**src/rtl/c_escape_unescaper_macros.svh**
```systemverilog
// Assertion helpers shared by cesc_engine and cesc_emit.
// Both expect clk and rst_n in scope.
`ifndef C_ESCAPE_UNESCAPER_MACROS_SVH
`define C_ESCAPE_UNESCAPER_MACROS_SVH

// Condition must hold at every clock edge out of reset.
`define CESC_CHECK(label, cond, msg) \
    label: assert property (@(posedge clk) disable iff (!rst_n) (cond)) \
        else $error(msg);

// Consequent must hold in the cycle after the antecedent.
`define CESC_IMPLY_NEXT(label, ante, cons, msg) \
    label: assert property (@(posedge clk) disable iff (!rst_n) (ante) |=> (cons)) \
        else $error(msg);

`endif

```
**src/rtl/cesc_pkg.sv**
```systemverilog
package cesc_pkg;

    localparam int HOLD_DEPTH_DEF = 6;
    localparam int QUEUE_DEPTH    = 4;
    localparam int OCT_DIGITS     = 3;

    localparam logic [15:0] CH_BSLASH = 16'h005C;
    localparam logic [15:0] CH_X      = 16'h0078;
    localparam logic [15:0] CH_U      = 16'h0075;
    localparam logic [7:0]  BYTE_BSL  = 8'h5C;
    localparam logic [7:0]  BYTE_QM   = 8'h3F;
    localparam logic [7:0]  BYTE_X    = 8'h78;
    localparam logic [7:0]  LATIN_MAX = 8'hFF;

    typedef enum logic [2:0] {
        PH_IDLE,
        PH_HIGH,
        PH_BACK,
        PH_OCT,
        PH_HEX1,
        PH_HEX2,
        PH_UNI
    } phase_t;

    // per-character classification, computed once at the front
    typedef struct packed {
        logic       bslash;
        logic       esc_hit;
        logic [7:0] esc_byte;
        logic       is_oct;
        logic       hex_ok;
        logic [3:0] hex_val;
        logic       is_x;
        logic       is_u;
        logic       is_high;
        logic       is_low;
    } cls_t;

    typedef struct packed {
        logic [15:0] ch;
        cls_t        cls;
    } hchar_t;

    typedef struct packed {
        logic [15:0] ch;
        cls_t        cls;
        logic        last;
    } req_t;

    // up to four bytes from one engine step; b[0] goes out first
    typedef struct packed {
        logic [2:0]      n;
        logic [3:0][7:0] b;
        logic            fin;
        logic            last;
    } rec_t;

    function automatic cls_t classify(input logic [15:0] c);
        cls_t r;
        r          = '0;
        r.bslash   = (c == CH_BSLASH);
        r.is_x     = (c == CH_X);
        r.is_u     = (c == CH_U);
        r.is_oct   = c inside {[16'h0030:16'h0037]};
        r.is_high  = c inside {[16'hD800:16'hDBFF]};
        r.is_low   = c inside {[16'hDC00:16'hDFFF]};
        if (c inside {[16'h0030:16'h0039]})
        begin
            r.hex_ok  = 1'b1;
            r.hex_val = c[3:0];
        end
        else if (c inside {[16'h0041:16'h0046], [16'h0061:16'h0066]})
        begin
            r.hex_ok  = 1'b1;
            r.hex_val = c[3:0] + 4'd9;
        end
        r.esc_hit = 1'b1;
        case (c)
            16'h0061: r.esc_byte = 8'h07;   // a
            16'h0062: r.esc_byte = 8'h08;   // b
            16'h0065: r.esc_byte = 8'h1B;   // e
            16'h0066: r.esc_byte = 8'h0C;   // f
            16'h006E: r.esc_byte = 8'h0A;   // n
            16'h0072: r.esc_byte = 8'h0D;   // r
            16'h0074: r.esc_byte = 8'h09;   // t
            16'h0076: r.esc_byte = 8'h0B;   // v
            16'h005C: r.esc_byte = 8'h5C;   // backslash
            16'h0027: r.esc_byte = 8'h27;   // single quote
            16'h0022: r.esc_byte = 8'h22;   // double quote
            16'h003F: r.esc_byte = 8'h3F;   // question mark
            default:
            begin
                r.esc_hit  = 1'b0;
                r.esc_byte = 8'h00;
            end
        endcase
        return r;
    endfunction

    // one character to UTF-8 or Latin-1 bytes
    function automatic rec_t encode(input logic [15:0] u, input logic utf8);
        rec_t r;
        r = '0;
        if (!utf8)
        begin
            r.n    = 3'd1;
            r.b[0] = (u <= {8'h00, LATIN_MAX}) ? u[7:0] : BYTE_QM;
        end
        else if (u < 16'h0080)
        begin
            r.n    = 3'd1;
            r.b[0] = u[7:0];
        end
        else if (u < 16'h0800)
        begin
            r.n    = 3'd2;
            r.b[0] = {3'b110, u[10:6]};
            r.b[1] = {2'b10, u[5:0]};
        end
        else if (u inside {[16'hD800:16'hDFFF]})
        begin
            r.n    = 3'd1;
            r.b[0] = BYTE_QM;
        end
        else
        begin
            r.n    = 3'd3;
            r.b[0] = {4'hE, u[15:12]};
            r.b[1] = {2'b10, u[11:6]};
            r.b[2] = {2'b10, u[5:0]};
        end
        return r;
    endfunction

endpackage

```
**src/rtl/cesc_front.sv**
```systemverilog
module cesc_front (
    input  logic              clk,
    input  logic              rst_n,
    input  logic              in_valid,
    output logic              in_ready,
    input  logic [15:0]       char_unit,
    input  logic              text_last,
    input  logic              head_pop,
    output logic              head_valid,
    output cesc_pkg::req_t    head
);

    localparam int QW    = $clog2(cesc_pkg::QUEUE_DEPTH);
    localparam int CNT_W = QW + 1;

    cesc_pkg::req_t   q_reg [cesc_pkg::QUEUE_DEPTH];
    logic [QW-1:0]    wr_ptr_reg, wr_ptr_next;
    logic [QW-1:0]    rd_ptr_reg, rd_ptr_next;
    logic [CNT_W-1:0] cnt_reg, cnt_next;
    logic             push;
    logic             pop;
    cesc_pkg::req_t   wr_data;

    assign in_ready   = (cnt_reg != CNT_W'(cesc_pkg::QUEUE_DEPTH));
    assign push       = in_valid && in_ready;
    assign head_valid = (cnt_reg != '0);
    assign pop        = head_pop && head_valid;
    assign head       = q_reg[rd_ptr_reg];

    always_comb
    begin
        wr_data.ch   = char_unit;
        wr_data.cls  = cesc_pkg::classify(char_unit);
        wr_data.last = text_last;
    end

    always_comb
    begin
        wr_ptr_next = push ? wr_ptr_reg + QW'(1) : wr_ptr_reg;
        rd_ptr_next = pop ? rd_ptr_reg + QW'(1) : rd_ptr_reg;
        cnt_next    = cnt_reg + CNT_W'(push) - CNT_W'(pop);
    end

    always_ff @(posedge clk or negedge rst_n)
    begin
        if (!rst_n)
        begin
            wr_ptr_reg <= '0;
            rd_ptr_reg <= '0;
            cnt_reg    <= '0;
        end
        else
        begin
            wr_ptr_reg <= wr_ptr_next;
            rd_ptr_reg <= rd_ptr_next;
            cnt_reg    <= cnt_next;
        end
    end

    always_ff @(posedge clk)
    begin
        if (push)
        begin
            q_reg[wr_ptr_reg] <= wr_data;
        end
    end

endmodule

```
**src/rtl/cesc_engine.sv**
```systemverilog
`include "c_escape_unescaper_macros.svh"

module cesc_engine #(
    parameter int HOLD_DEPTH = cesc_pkg::HOLD_DEPTH_DEF
) (
    input  logic              clk,
    input  logic              rst_n,
    input  logic              utf8,
    input  logic              head_valid,
    input  cesc_pkg::req_t    head,
    output logic              head_pop,
    input  logic              stg_free,
    output logic              rec_we,
    output cesc_pkg::rec_t    rec
);

    localparam int IDX_W = $clog2(HOLD_DEPTH);
    localparam int HC_W  = $clog2(HOLD_DEPTH + 1);

    cesc_pkg::phase_t phase_reg, phase_next;
    logic [HC_W-1:0]  hc_reg, hc_next;
    logic [7:0]       acc_reg, acc_next;
    logic [HC_W-1:0]  rp_reg, rp_next;
    logic [HC_W-1:0]  rend_reg, rend_next;
    logic             ilast_reg, ilast_next;
    cesc_pkg::hchar_t held_reg [HOLD_DEPTH];

    logic              hw_en;
    logic [IDX_W-1:0]  hw_idx;
    cesc_pkg::hchar_t  hw_data;

    logic              seg_act;
    logic [15:0]       cur_ch;
    cesc_pkg::cls_t    cur_cls;
    logic              cur_l;
    logic              item_last;
    logic              go;
    logic              reproc;
    logic              new_seg;
    logic [HC_W-1:0]   hc_inc;
    logic [7:0]        oct_acc;
    logic [15:0]       uni_v;
    logic              uni_ok;
    logic [10:0]       pair_hi;
    logic [20:0]       pair_cp;
    cesc_pkg::rec_t    enc_cur;
    cesc_pkg::rec_t    enc_uni;
    cesc_pkg::cls_t    dig_cls;

    // replay segment held[rp..rend-1] runs ahead of the queue head
    assign seg_act   = (rp_reg < rend_reg);
    assign cur_ch    = seg_act ? held_reg[rp_reg[IDX_W-1:0]].ch  : head.ch;
    assign cur_cls   = seg_act ? held_reg[rp_reg[IDX_W-1:0]].cls : head.cls;
    assign item_last = seg_act ? ilast_reg : head.last;
    assign cur_l     = seg_act ? (ilast_reg && (rp_reg == rend_reg - HC_W'(1))) : head.last;
    assign go        = (seg_act || head_valid) && stg_free;

    assign hc_inc    = hc_reg + HC_W'(1);
    assign oct_acc   = {acc_reg[4:0], cur_ch[2:0]};
    assign pair_hi   = {1'b0, held_reg[0].ch[9:0]} + 11'h040;
    assign pair_cp   = {pair_hi, cur_ch[9:0]};
    assign enc_cur   = cesc_pkg::encode(cur_ch, utf8);
    assign enc_uni   = cesc_pkg::encode(uni_v, utf8);

    // \u digits: held[2..HOLD_DEPTH-2] plus the character arriving now
    always_comb
    begin
        uni_v  = '0;
        uni_ok = 1'b1;
        for (int i = 2; i < HOLD_DEPTH; i++)
        begin
            dig_cls = (i == HOLD_DEPTH - 1) ? cur_cls : held_reg[i].cls;
            uni_ok  = uni_ok && dig_cls.hex_ok;
            uni_v   = {uni_v[11:0], dig_cls.hex_val};
        end
    end

    always_comb
    begin
        phase_next = phase_reg;
        hc_next    = hc_reg;
        acc_next   = acc_reg;
        rp_next    = rp_reg;
        rend_next  = rend_reg;
        ilast_next = ilast_reg;
        hw_en      = 1'b0;
        hw_idx     = '0;
        hw_data    = '{ch: cur_ch, cls: cur_cls};
        reproc     = 1'b0;
        new_seg    = 1'b0;
        head_pop   = 1'b0;
        rec_we     = 1'b0;
        rec        = '0;

        if (go)
        begin
            case (phase_reg)
                cesc_pkg::PH_HIGH:
                begin
                    phase_next = cesc_pkg::PH_IDLE;
                    hc_next    = '0;
                    acc_next   = '0;
                    if (utf8 && cur_cls.is_low)
                    begin
                        rec.n    = 3'd4;
                        rec.b[0] = {5'b11110, pair_cp[20:18]};
                        rec.b[1] = {2'b10, pair_cp[17:12]};
                        rec.b[2] = {2'b10, pair_cp[11:6]};
                        rec.b[3] = {2'b10, pair_cp[5:0]};
                    end
                    else
                    begin
                        // held high surrogate alone always encodes as '?'
                        rec.n    = 3'd1;
                        rec.b[0] = cesc_pkg::BYTE_QM;
                        reproc   = 1'b1;
                    end
                end
                cesc_pkg::PH_BACK:
                begin
                    phase_next = cesc_pkg::PH_IDLE;
                    hc_next    = '0;
                    acc_next   = '0;
                    if (cur_cls.esc_hit)
                    begin
                        rec.n    = 3'd1;
                        rec.b[0] = cur_cls.esc_byte;
                    end
                    else if (cur_cls.is_oct)
                    begin
                        if (cur_l)
                        begin
                            rec.n    = 3'd1;
                            rec.b[0] = {5'd0, cur_ch[2:0]};
                        end
                        else
                        begin
                            phase_next = cesc_pkg::PH_OCT;
                            acc_next   = {5'd0, cur_ch[2:0]};
                            hc_next    = HC_W'(1);
                        end
                    end
                    else if (cur_cls.is_x || cur_cls.is_u)
                    begin
                        if (cur_l)
                        begin
                            rec.n    = 3'd2;
                            rec.b[0] = cesc_pkg::BYTE_BSL;
                            rec.b[1] = cur_ch[7:0];
                        end
                        else
                        begin
                            // the backslash is not stored in slot 0; a replay starts at slot 1
                            phase_next = cur_cls.is_x ? cesc_pkg::PH_HEX1 : cesc_pkg::PH_UNI;
                            hw_en      = 1'b1;
                            hw_idx     = IDX_W'(1);
                            hc_next    = HC_W'(2);
                        end
                    end
                    else
                    begin
                        rec.n    = 3'd1;
                        rec.b[0] = cesc_pkg::BYTE_BSL;
                        reproc   = 1'b1;
                    end
                end
                cesc_pkg::PH_OCT:
                begin
                    if (cur_cls.is_oct)
                    begin
                        acc_next = oct_acc;
                        hc_next  = hc_inc;
                        if ((hc_inc >= HC_W'(cesc_pkg::OCT_DIGITS)) || cur_l)
                        begin
                            rec.n      = 3'd1;
                            rec.b[0]   = oct_acc;
                            phase_next = cesc_pkg::PH_IDLE;
                            hc_next    = '0;
                            acc_next   = '0;
                        end
                    end
                    else
                    begin
                        rec.n      = 3'd1;
                        rec.b[0]   = acc_reg;
                        phase_next = cesc_pkg::PH_IDLE;
                        hc_next    = '0;
                        acc_next   = '0;
                        reproc     = 1'b1;
                    end
                end
                cesc_pkg::PH_HEX1:
                begin
                    if (cur_cls.hex_ok)
                    begin
                        if (cur_l)
                        begin
                            rec.n      = 3'd1;
                            rec.b[0]   = {4'd0, cur_cls.hex_val};
                            phase_next = cesc_pkg::PH_IDLE;
                            hc_next    = '0;
                            acc_next   = '0;
                        end
                        else
                        begin
                            acc_next   = {4'd0, cur_cls.hex_val};
                            phase_next = cesc_pkg::PH_HEX2;
                        end
                    end
                    else
                    begin
                        // backslash dropped: the 'x' goes out as a plain byte, this char is reprocessed
                        rec.n      = 3'd1;
                        rec.b[0]   = cesc_pkg::BYTE_X;
                        phase_next = cesc_pkg::PH_IDLE;
                        hc_next    = '0;
                        acc_next   = '0;
                        reproc     = 1'b1;
                    end
                end
                cesc_pkg::PH_HEX2:
                begin
                    rec.n      = 3'd1;
                    phase_next = cesc_pkg::PH_IDLE;
                    hc_next    = '0;
                    acc_next   = '0;
                    if (cur_cls.hex_ok)
                    begin
                        rec.b[0] = {acc_reg[3:0], cur_cls.hex_val};
                    end
                    else
                    begin
                        rec.b[0] = acc_reg;
                        reproc   = 1'b1;
                    end
                end
                cesc_pkg::PH_UNI:
                begin
                    hw_en   = 1'b1;
                    hw_idx  = hc_reg[IDX_W-1:0];
                    hc_next = hc_inc;
                    if (hc_inc == HC_W'(HOLD_DEPTH))
                    begin
                        phase_next = cesc_pkg::PH_IDLE;
                        hc_next    = '0;
                        acc_next   = '0;
                        if (uni_ok)
                        begin
                            rec.n = enc_uni.n;
                            rec.b = enc_uni.b;
                        end
                        else
                        begin
                            new_seg   = 1'b1;
                            rend_next = HC_W'(HOLD_DEPTH);
                        end
                    end
                    else if (cur_l)
                    begin
                        rec.n      = 3'd1;
                        rec.b[0]   = cesc_pkg::BYTE_BSL;
                        phase_next = cesc_pkg::PH_IDLE;
                        hc_next    = '0;
                        acc_next   = '0;
                        new_seg    = 1'b1;
                        rend_next  = hc_inc;
                    end
                end
                default:
                begin
                    phase_next = cesc_pkg::PH_IDLE;
                    hc_next    = '0;
                    acc_next   = '0;
                    if (cur_cls.bslash)
                    begin
                        if (cur_l)
                        begin
                            rec.n    = 3'd1;
                            rec.b[0] = cesc_pkg::BYTE_BSL;
                        end
                        else
                        begin
                            phase_next = cesc_pkg::PH_BACK;
                            hc_next    = HC_W'(1);
                        end
                    end
                    else if (utf8 && cur_cls.is_high && !cur_l)
                    begin
                        phase_next = cesc_pkg::PH_HIGH;
                        hw_en      = 1'b1;
                        hw_idx     = '0;
                        hc_next    = HC_W'(1);
                    end
                    else
                    begin
                        rec.n = enc_cur.n;
                        rec.b = enc_cur.b;
                    end
                end
            endcase

            if (!reproc)
            begin
                if (seg_act)
                begin
                    rp_next = rp_reg + HC_W'(1);
                end
                else
                begin
                    head_pop   = 1'b1;
                    ilast_next = head.last;
                end
            end
            if (new_seg)
            begin
                rp_next = HC_W'(1);
            end

            rec.fin  = !reproc && !new_seg &&
                       (!seg_act || (rp_reg == rend_reg - HC_W'(1)));
            rec.last = item_last;
            rec_we   = (rec.n != 3'd0) || rec.fin;
        end
    end

    always_ff @(posedge clk or negedge rst_n)
    begin
        if (!rst_n)
        begin
            phase_reg <= cesc_pkg::PH_IDLE;
            hc_reg    <= '0;
            acc_reg   <= '0;
            rp_reg    <= '0;
            rend_reg  <= '0;
            ilast_reg <= 1'b0;
        end
        else
        begin
            phase_reg <= phase_next;
            hc_reg    <= hc_next;
            acc_reg   <= acc_next;
            rp_reg    <= rp_next;
            rend_reg  <= rend_next;
            ilast_reg <= ilast_next;
        end
    end

    always_ff @(posedge clk)
    begin
        if (hw_en)
        begin
            held_reg[hw_idx] <= hw_data;
        end
    end

    `CESC_CHECK(a_hc_bound, hc_reg < HC_W'(HOLD_DEPTH), "held count reached hold depth")
    `CESC_CHECK(a_no_pop_in_seg, !(head_pop && seg_act), "queue popped during replay")
    `CESC_CHECK(a_high_held, (phase_reg != cesc_pkg::PH_HIGH) || held_reg[0].cls.is_high, "held unit is not a high surrogate")
    `CESC_IMPLY_NEXT(a_reproc_idle, go && reproc, phase_reg == cesc_pkg::PH_IDLE, "reprocess left escape pending")

endmodule

```
**src/rtl/cesc_emit.sv**
```systemverilog
`include "c_escape_unescaper_macros.svh"

module cesc_emit (
    input  logic              clk,
    input  logic              rst_n,
    input  logic              rec_we,
    input  cesc_pkg::rec_t    rec,
    output logic              stg_free,
    output logic              out_valid,
    input  logic              out_ready,
    output logic [7:0]        out_byte,
    output logic              run_last,
    output logic              text_end
);

    cesc_pkg::rec_t stg_reg, stg_next;
    logic           stg_valid_reg, stg_valid_next;
    logic [2:0]     idx_reg, idx_next;
    logic [7:0]     tail_reg, tail_next;
    logic           tail_valid_reg, tail_valid_next;
    logic           out_valid_reg, out_valid_next;
    logic [7:0]     out_byte_reg, out_byte_next;
    logic           run_last_reg, run_last_next;
    logic           text_end_reg, text_end_next;

    logic           can_out;
    logic           have_byte;
    logic [7:0]     byte_cur;
    logic           done;

    assign can_out   = !out_valid_reg || out_ready;
    assign have_byte = stg_valid_reg && (idx_reg < stg_reg.n);
    assign byte_cur  = stg_reg.b[idx_reg[1:0]];

    // the newest byte waits in the tail until we know whether it ends the request
    always_comb
    begin
        stg_next        = stg_reg;
        stg_valid_next  = stg_valid_reg;
        idx_next        = idx_reg;
        tail_next       = tail_reg;
        tail_valid_next = tail_valid_reg;
        out_valid_next  = out_valid_reg && !out_ready;
        out_byte_next   = out_byte_reg;
        run_last_next   = run_last_reg;
        text_end_next   = text_end_reg;
        done            = 1'b0;

        if (have_byte)
        begin
            if (!tail_valid_reg)
            begin
                tail_next       = byte_cur;
                tail_valid_next = 1'b1;
                idx_next        = idx_reg + 3'd1;
            end
            else if (can_out)
            begin
                out_valid_next = 1'b1;
                out_byte_next  = tail_reg;
                run_last_next  = 1'b0;
                text_end_next  = 1'b0;
                tail_next      = byte_cur;
                idx_next       = idx_reg + 3'd1;
            end
        end
        else if (stg_valid_reg)
        begin
            if (stg_reg.fin && tail_valid_reg)
            begin
                if (can_out)
                begin
                    out_valid_next  = 1'b1;
                    out_byte_next   = tail_reg;
                    run_last_next   = 1'b1;
                    text_end_next   = stg_reg.last;
                    tail_valid_next = 1'b0;
                    done            = 1'b1;
                end
            end
            else
            begin
                done = 1'b1;
            end
        end

        if (done)
        begin
            stg_valid_next = 1'b0;
            idx_next       = '0;
        end
        if (rec_we)
        begin
            stg_next       = rec;
            stg_valid_next = 1'b1;
            idx_next       = '0;
        end
    end

    assign stg_free  = !stg_valid_reg || done;
    assign out_valid = out_valid_reg;
    assign out_byte  = out_byte_reg;
    assign run_last  = run_last_reg;
    assign text_end  = text_end_reg;

    always_ff @(posedge clk or negedge rst_n)
    begin
        if (!rst_n)
        begin
            stg_valid_reg  <= 1'b0;
            idx_reg        <= '0;
            tail_valid_reg <= 1'b0;
            out_valid_reg  <= 1'b0;
        end
        else
        begin
            stg_valid_reg  <= stg_valid_next;
            idx_reg        <= idx_next;
            tail_valid_reg <= tail_valid_next;
            out_valid_reg  <= out_valid_next;
        end
    end

    always_ff @(posedge clk)
    begin
        stg_reg      <= stg_next;
        tail_reg     <= tail_next;
        out_byte_reg <= out_byte_next;
        run_last_reg <= run_last_next;
        text_end_reg <= text_end_next;
    end

    `CESC_CHECK(a_tail_behind, !(out_valid_reg && !run_last_reg) || tail_valid_reg, "non-final byte shown with empty tail")
    `CESC_CHECK(a_idx_bound, !stg_valid_reg || (idx_reg <= stg_reg.n), "byte index past record")
    `CESC_CHECK(a_stg_overrun, !(rec_we && !stg_free), "record written over busy staging")

endmodule

```
**src/rtl/c_escape_unescaper.sv**
```systemverilog
// C escape-sequence decoder. Each request carries one 16-bit character
// (char_unit) and text_last, which closes the text and forces every pending
// decision. Results are bytes: plain characters come out as UTF-8 or as
// Latin-1 ('?' for anything above 0xFF), set by the one-bit register written
// through cfg_we/cfg_wdata (resets to UTF-8). Escapes \a \b \e \f \n \r \t
// \v \\ \' \" \?, octal (1-3 digits), \x (1-2 hex digits) and \u (exactly 4
// hex digits) are decoded; an escape that needs later characters is held.
// run_last flags the last byte a request caused and text_end the last byte
// of the text; a request that causes no bytes gives no result. Timing: a
// front queue of four classified requests takes one request per cycle while
// it has room. The back engine handles one character per cycle while the
// emitter can take its record, and each replayed character needs an engine
// step of its own (a failed \u replays up to five, a failed \x or unknown
// escape one). Bytes drain through the emitter at one per cycle while
// out_ready allows; the emitter takes a new record only as it finishes the
// one it holds. The emitter's byte rate sets the sustained throughput.
module c_escape_unescaper #(
    parameter int HOLD_DEPTH = cesc_pkg::HOLD_DEPTH_DEF
) (
    input  logic        clk,
    input  logic        rst_n,
    // request channel
    input  logic        in_valid,
    output logic        in_ready,
    input  logic [15:0] char_unit,
    input  logic        text_last,
    // byte channel
    output logic        out_valid,
    input  logic        out_ready,
    output logic [7:0]  out_byte,
    output logic        run_last,
    output logic        text_end,
    // encoding_mode: 0 Latin-1, 1 UTF-8
    input  logic        cfg_we,
    input  logic        cfg_wdata
);

    logic           enc_mode_reg;
    logic           enc_mode_next;

    logic           head_valid;
    logic           head_pop;
    cesc_pkg::req_t head;
    logic           stg_free;
    logic           rec_we;
    cesc_pkg::rec_t rec;

    assign enc_mode_next = cfg_we ? cfg_wdata : enc_mode_reg;

    always_ff @(posedge clk or negedge rst_n)
    begin
        if (!rst_n)
        begin
            enc_mode_reg <= 1'b1;
        end
        else
        begin
            enc_mode_reg <= enc_mode_next;
        end
    end

    // front: accept and classify, short request queue
    cesc_front u_front (
        .clk        (clk),
        .rst_n      (rst_n),
        .in_valid   (in_valid),
        .in_ready   (in_ready),
        .char_unit  (char_unit),
        .text_last  (text_last),
        .head_pop   (head_pop),
        .head_valid (head_valid),
        .head       (head)
    );

    // back: escape state machine with hold buffer and replay
    cesc_engine #(
        .HOLD_DEPTH (HOLD_DEPTH)
    ) u_engine (
        .clk        (clk),
        .rst_n      (rst_n),
        .utf8       (enc_mode_reg),
        .head_valid (head_valid),
        .head       (head),
        .head_pop   (head_pop),
        .stg_free   (stg_free),
        .rec_we     (rec_we),
        .rec        (rec)
    );

    // byte serializer, end-of-request marking, output register
    cesc_emit u_emit (
        .clk        (clk),
        .rst_n      (rst_n),
        .rec_we     (rec_we),
        .rec        (rec),
        .stg_free   (stg_free),
        .out_valid  (out_valid),
        .out_ready  (out_ready),
        .out_byte   (out_byte),
        .run_last   (run_last),
        .text_end   (text_end)
    );

endmodule
```
**config.mk**
```make
export PLATFORM = sky130hd
export DESIGN_NAME = c_escape_unescaper
export DESIGN_NICKNAME = d
export VERILOG_FILES = /design/src/rtl/cesc_pkg.sv /design/src/rtl/cesc_front.sv /design/src/rtl/cesc_engine.sv /design/src/rtl/cesc_emit.sv /design/src/rtl/c_escape_unescaper.sv
export VERILOG_INCLUDE_DIRS = /design/src /design/src/rtl
export SDC_FILE = /design/constraint.sdc
export NUM_CORES = 1
export LEC_CHECK = 0
export BUFFER_PORTS_ARGS = -buffer_cell sky130_fd_sc_hd__buf_2
export CAP_MARGIN = 20
export CELL_PAD_IN_SITES_DETAIL_PLACEMENT = 1
export CELL_PAD_IN_SITES_GLOBAL_PLACEMENT = 1
export CORE_MARGIN = 2
export CORE_UTILIZATION = 50
export CTS_BUF_LIST = sky130_fd_sc_hd__clkbuf_2 sky130_fd_sc_hd__clkbuf_4 sky130_fd_sc_hd__clkbuf_8
export DETAILED_ROUTE_END_ITERATION = 7
export GPL_ROUTABILITY_DRIVEN = 0
export HOLD_SLACK_MARGIN = 0.15
export PLACE_DENSITY = 0.81
export SYNTH_ARGS = -nofsm -noshare
export SYNTH_HDL_FRONTEND = slang
export SYNTH_SLANG_ARGS = --single-unit
```
**constraint.sdc**
```tcl
create_clock -name clk -period 13.65 [get_ports clk]
set_input_delay 2.0475 -clock clk [delete_from_list [all_inputs] [get_ports clk]]
set_output_delay 2.0475 -clock clk [all_outputs]
set_load 0.05 [all_outputs]
```
==> run_results.csv <==
group,metric,value,unit
floorplan,starting_density_of_the_core,50.7,%
global_routing,number_of_antenna_violations_at_the_first_check_in_global_routing,0,
synthesis,post_synth_top_flop,"edfxtp_1",
setup_path,chain_of_cells_forming_the_critical_path,"inv_1, ha_1, and3b_1, o21ai_0, o31a_1, inv_1, nand2_1, o211a_1, nor3_4, nand2_1, inv_1, ha_1, inv_1, ha_1, inv_1, fa_1, xnor2_1, xnor2_1",
detailed_routing,ant_nets,0,
global_routing,grt_pass1_vias,14900,
placed_design,io_buffers,34,
synthesis,post_synth_and_or_nand_nor_area_fraction,7.24,%
synthesis,syn-cell-area,22900,um^2
cts,clock_insertion_delay_worst_skew,0.68,ns
synthesis,yosysWarningCount,0,
sta,final.min_clock_period,5.82,ns
detailed_routing,routed-via-count,14300,
detailed_routing,route.detailed.vias_per_inst,6.40,
sta,setup_tns,0,ns
synthesis,synth_top_family_by_area,"multiplexers",
finish,largest_register_ffs,288,
cts,htree_num_levels,3,
placed_design,detailed_place_hpwl,40300,um
finish,nets,1604,
floorplan,die_h,218,um
outcome,outcome,"finished clean",
finish,layout-area-overhead-vs-synth,11.0,%
sta,setup_viol_count_final,0,
setup_path,critical-path-top-cell-by-count,"inv_1",
setup_path,worst-endpoint-required,14.24,ns
synthesis,synth.yosys.seq_area_share,67.3,%
cts,clk_transition_reported_paths,0.06,ns
setup_path,critical_path.endpoint_type,"flop",
synthesis,yosys.area_share.xor_xnor,0.562,%
cts,tritoncts_clock_tree,"yes",
floorplan,die-area,47600,um^2
cts,numCtsBuffers,84,
synthesis,synthCells,1476,
synthesis,syn_nets,1522,
setup_path,critical_path.startpoint_type,"flop",
global_routing,grt_use_total,27.1,%
setup_path,timing.critical_path.slowest_stage_cell,"dfrtp_4",
synthesis,synth.distinct_cells,91,
sta,hold_violations,0,
detailed_routing,avgRoutedWirePerCell,28.2,um
cts,clock-sinks,520,
global_routing,grt_first_pass_wirelength,95400,um
sta,max_freq,0.172,GHz
floorplan,core,45300,um^2
synthesis,synthArstFlopShare,6.73,%
detailed_routing,detail_route.wirelength,62700,um
setup_path,worstSetupPathType,"flop to flop",
detailed_routing,drc_errors,0,
finish,post_route_cells_drive_above_1_share,22.7,%
global_routing,globalRoute.totalOverflow,0,
cts,post_cts_buffers,0,
detailed_routing,firstDrtPassIters,6,
setup_path,timing.critical_path.fanout_max,69,
sta,maxSlewHeadroom,22.3,%
synthesis,synth-edff-count,485,
sta,pin_slew_with_the_least_headroom_to_its_limit,1.16,ns
floorplan,fp.dieW,218,um
cts,cts_hold_repair.buffers,0,
min_path,hp-class,"flop to flop",
synthesis,post_synth.cell_area_avg,15.5,um^2
cts,cts_buffer_depth,3,
floorplan,ios,35,
cts,post_cts_resized,0,
sta,rsz_0062_raised_after_global_routing,"false",
setup_path,worst-endpoint-arrival,6.41,ns
sta,finalCritPeriodShare,42.6,%
synthesis,synth_area_in_compound_gates,9.15,%
sta,clock-skew-final,0.0303,ns
sta,timing.final.max_slew_violations,0,
detailed_routing,detail_route.iter0.violations,1713,
synthesis,postSynthRegisterBits,520,
synthesis,yosys-mux-area-fraction,11.7,%
setup_path,critical_path.max_stage_delay,1.14,ns
global_routing,pin_count_of_the_biggest_net_entering_global_routing,70,
job,max_cap_viol_count,0,
floorplan,number_of_standard_cell_rows_in_the_floorplan,78,
cts,clockRootBuffer,"clkbuf_8",
synthesis,synthAdderAreaFrac,1.29,%
==> area by class of cell <==
type,instances,area [um^2]
antenna,1,2.50
clock buffer,116,1440
clock inverter,38,234
fill,4294,19800
inverter,46,173
multi-input combinational,832,6950
sequential,520,15400
tap,600,751
timing repair buffer,74,470
==> metal layers <==
metal	vias to the layer above	track usage [%]	part of all wire [%]
li1	6068	-	-
met1	7311	36.9	41
met2	738	43.4	48
met3	146	5.14	8.1
met4	0	11.0	3.4
met5	-	0	0
==> kinds of logic after synthesis <==
family | after synthesis
and+or+nand+nor | 335
DFF | 520
AOI/OAI and AO/OA | 300
adders and majority gates | 23
buffers and inverters | 124
muxes | 161
xor gates and xnor gates | 13
==> cell usage in the layout, fill, tap and decap left out, types with 11 or more instances in the layout <==
cell type	netlist	final
clkinv_2	0	15
a22oi_1	16	16
buf_4	10	40
a22o_1	25	25
nand3_1	31	31
nor4_1	16	14
o21ai_0	58	58
buf_2	10	34
nand2_1	102	102
edfxtp_1	485	485
nor2_1	79	75
mux2_2	29	29
dfrtp_1	34	31
clkbuf_4	0	25
clkbuf_8	0	91
a21oi_1	42	41
ha_1	22	22
a31oi_1	22	22
o31ai_1	12	12
mux2i_1	47	47
mux4_2	83	83
and3_1	15	11
clkinv_1	1	17
inv_1	42	42
nor3_1	17	16
o22ai_1	37	37
==> metrics by stage <==
| stage | cell area, um^2 | hold WS [ns] | std cells | setup WS (ns) | utilization [%] |
|---|---|---|---|---|---|
| floorplan | 22900 | 0.400 | 1476 | 6.32 | - |
| global placement | 23800 | 0.402 | 2069 | 8.32 | 52.5 |
| detailed placement | 23800 | 0.408 | 2069 | 7.95 | 52.5 |
| CTS | 25400 | 0.420 | 2223 | 7.87 | 56.2 |
| global route | 25500 | 0.427 | 2226 | 7.37 | 56.2 |
| finish | 25500 | 0.407 | 2227 | 7.83 | 56.2 |
==> critical path, delay by kind of cell, from the launching register on <==
kind | cells | cell delay (ns)
adders and majority gates | 4 | 1.07
buffers and inverters | 5 | 1.11
AOI/OAI and AO/OA | 3 | 0.75
and+or+nand+nor | 4 | 1.33
DFF | 1 | 1.14
xor gates and xnor gates | 2 | 0.31
==> synth_stat cells, types with 12 or more instances <==
| cell type | n | area [um^2] |
|---|---|---|
| a22o_1 | 25 | 219 |
| a22oi_1 | 16 | 120 |
| edfxtp_1 | 485 | 14600 |
| o31ai_1 | 12 | 90.1 |
| nand2_1 | 102 | 383 |
| mux2_2 | 29 | 327 |
| nor4_1 | 16 | 100 |
| o22ai_1 | 37 | 231 |
| a21oi_1 | 42 | 210 |
| inv_1 | 42 | 158 |
| nor2_1 | 79 | 297 |
| o21ai_0 | 58 | 290 |
| mux2i_1 | 47 | 470 |
| mux4_2 | 83 | 1870 |
| clkbuf_1 | 41 | 154 |
| and3_1 | 15 | 93.8 |
| nor3_1 | 17 | 85.1 |
| nand3_1 | 31 | 155 |
| a31oi_1 | 22 | 138 |
| ha_1 | 22 | 275 |
| dfrtp_1 | 34 | 851 |
==> worst paths after layout <==
path / cells past startpoint / slack (ns) / end / startpoint
max: 18 / 7.83 / u_front.cnt_reg[2] / u_engine.rp_reg[0]
min: 0 / 0.41 / u_emit.out_byte[7] / u_emit.tail_reg[7]
max reg2reg: 18 / 7.83 / u_front.cnt_reg[2] / u_engine.rp_reg[0]
min reg2reg: 0 / 0.41 / u_emit.out_byte[7] / u_emit.tail_reg[7]
max in group asynchronous: 1 / 11.43 / u_engine.rp_reg[0] / rst_n
min in group asynchronous: 1 / 1.53 / u_emit.stg_valid_reg / rst_n
Power is not shown: default switching activity piles up to over one toggle a cycle in this logic, so the estimate is an artifact.
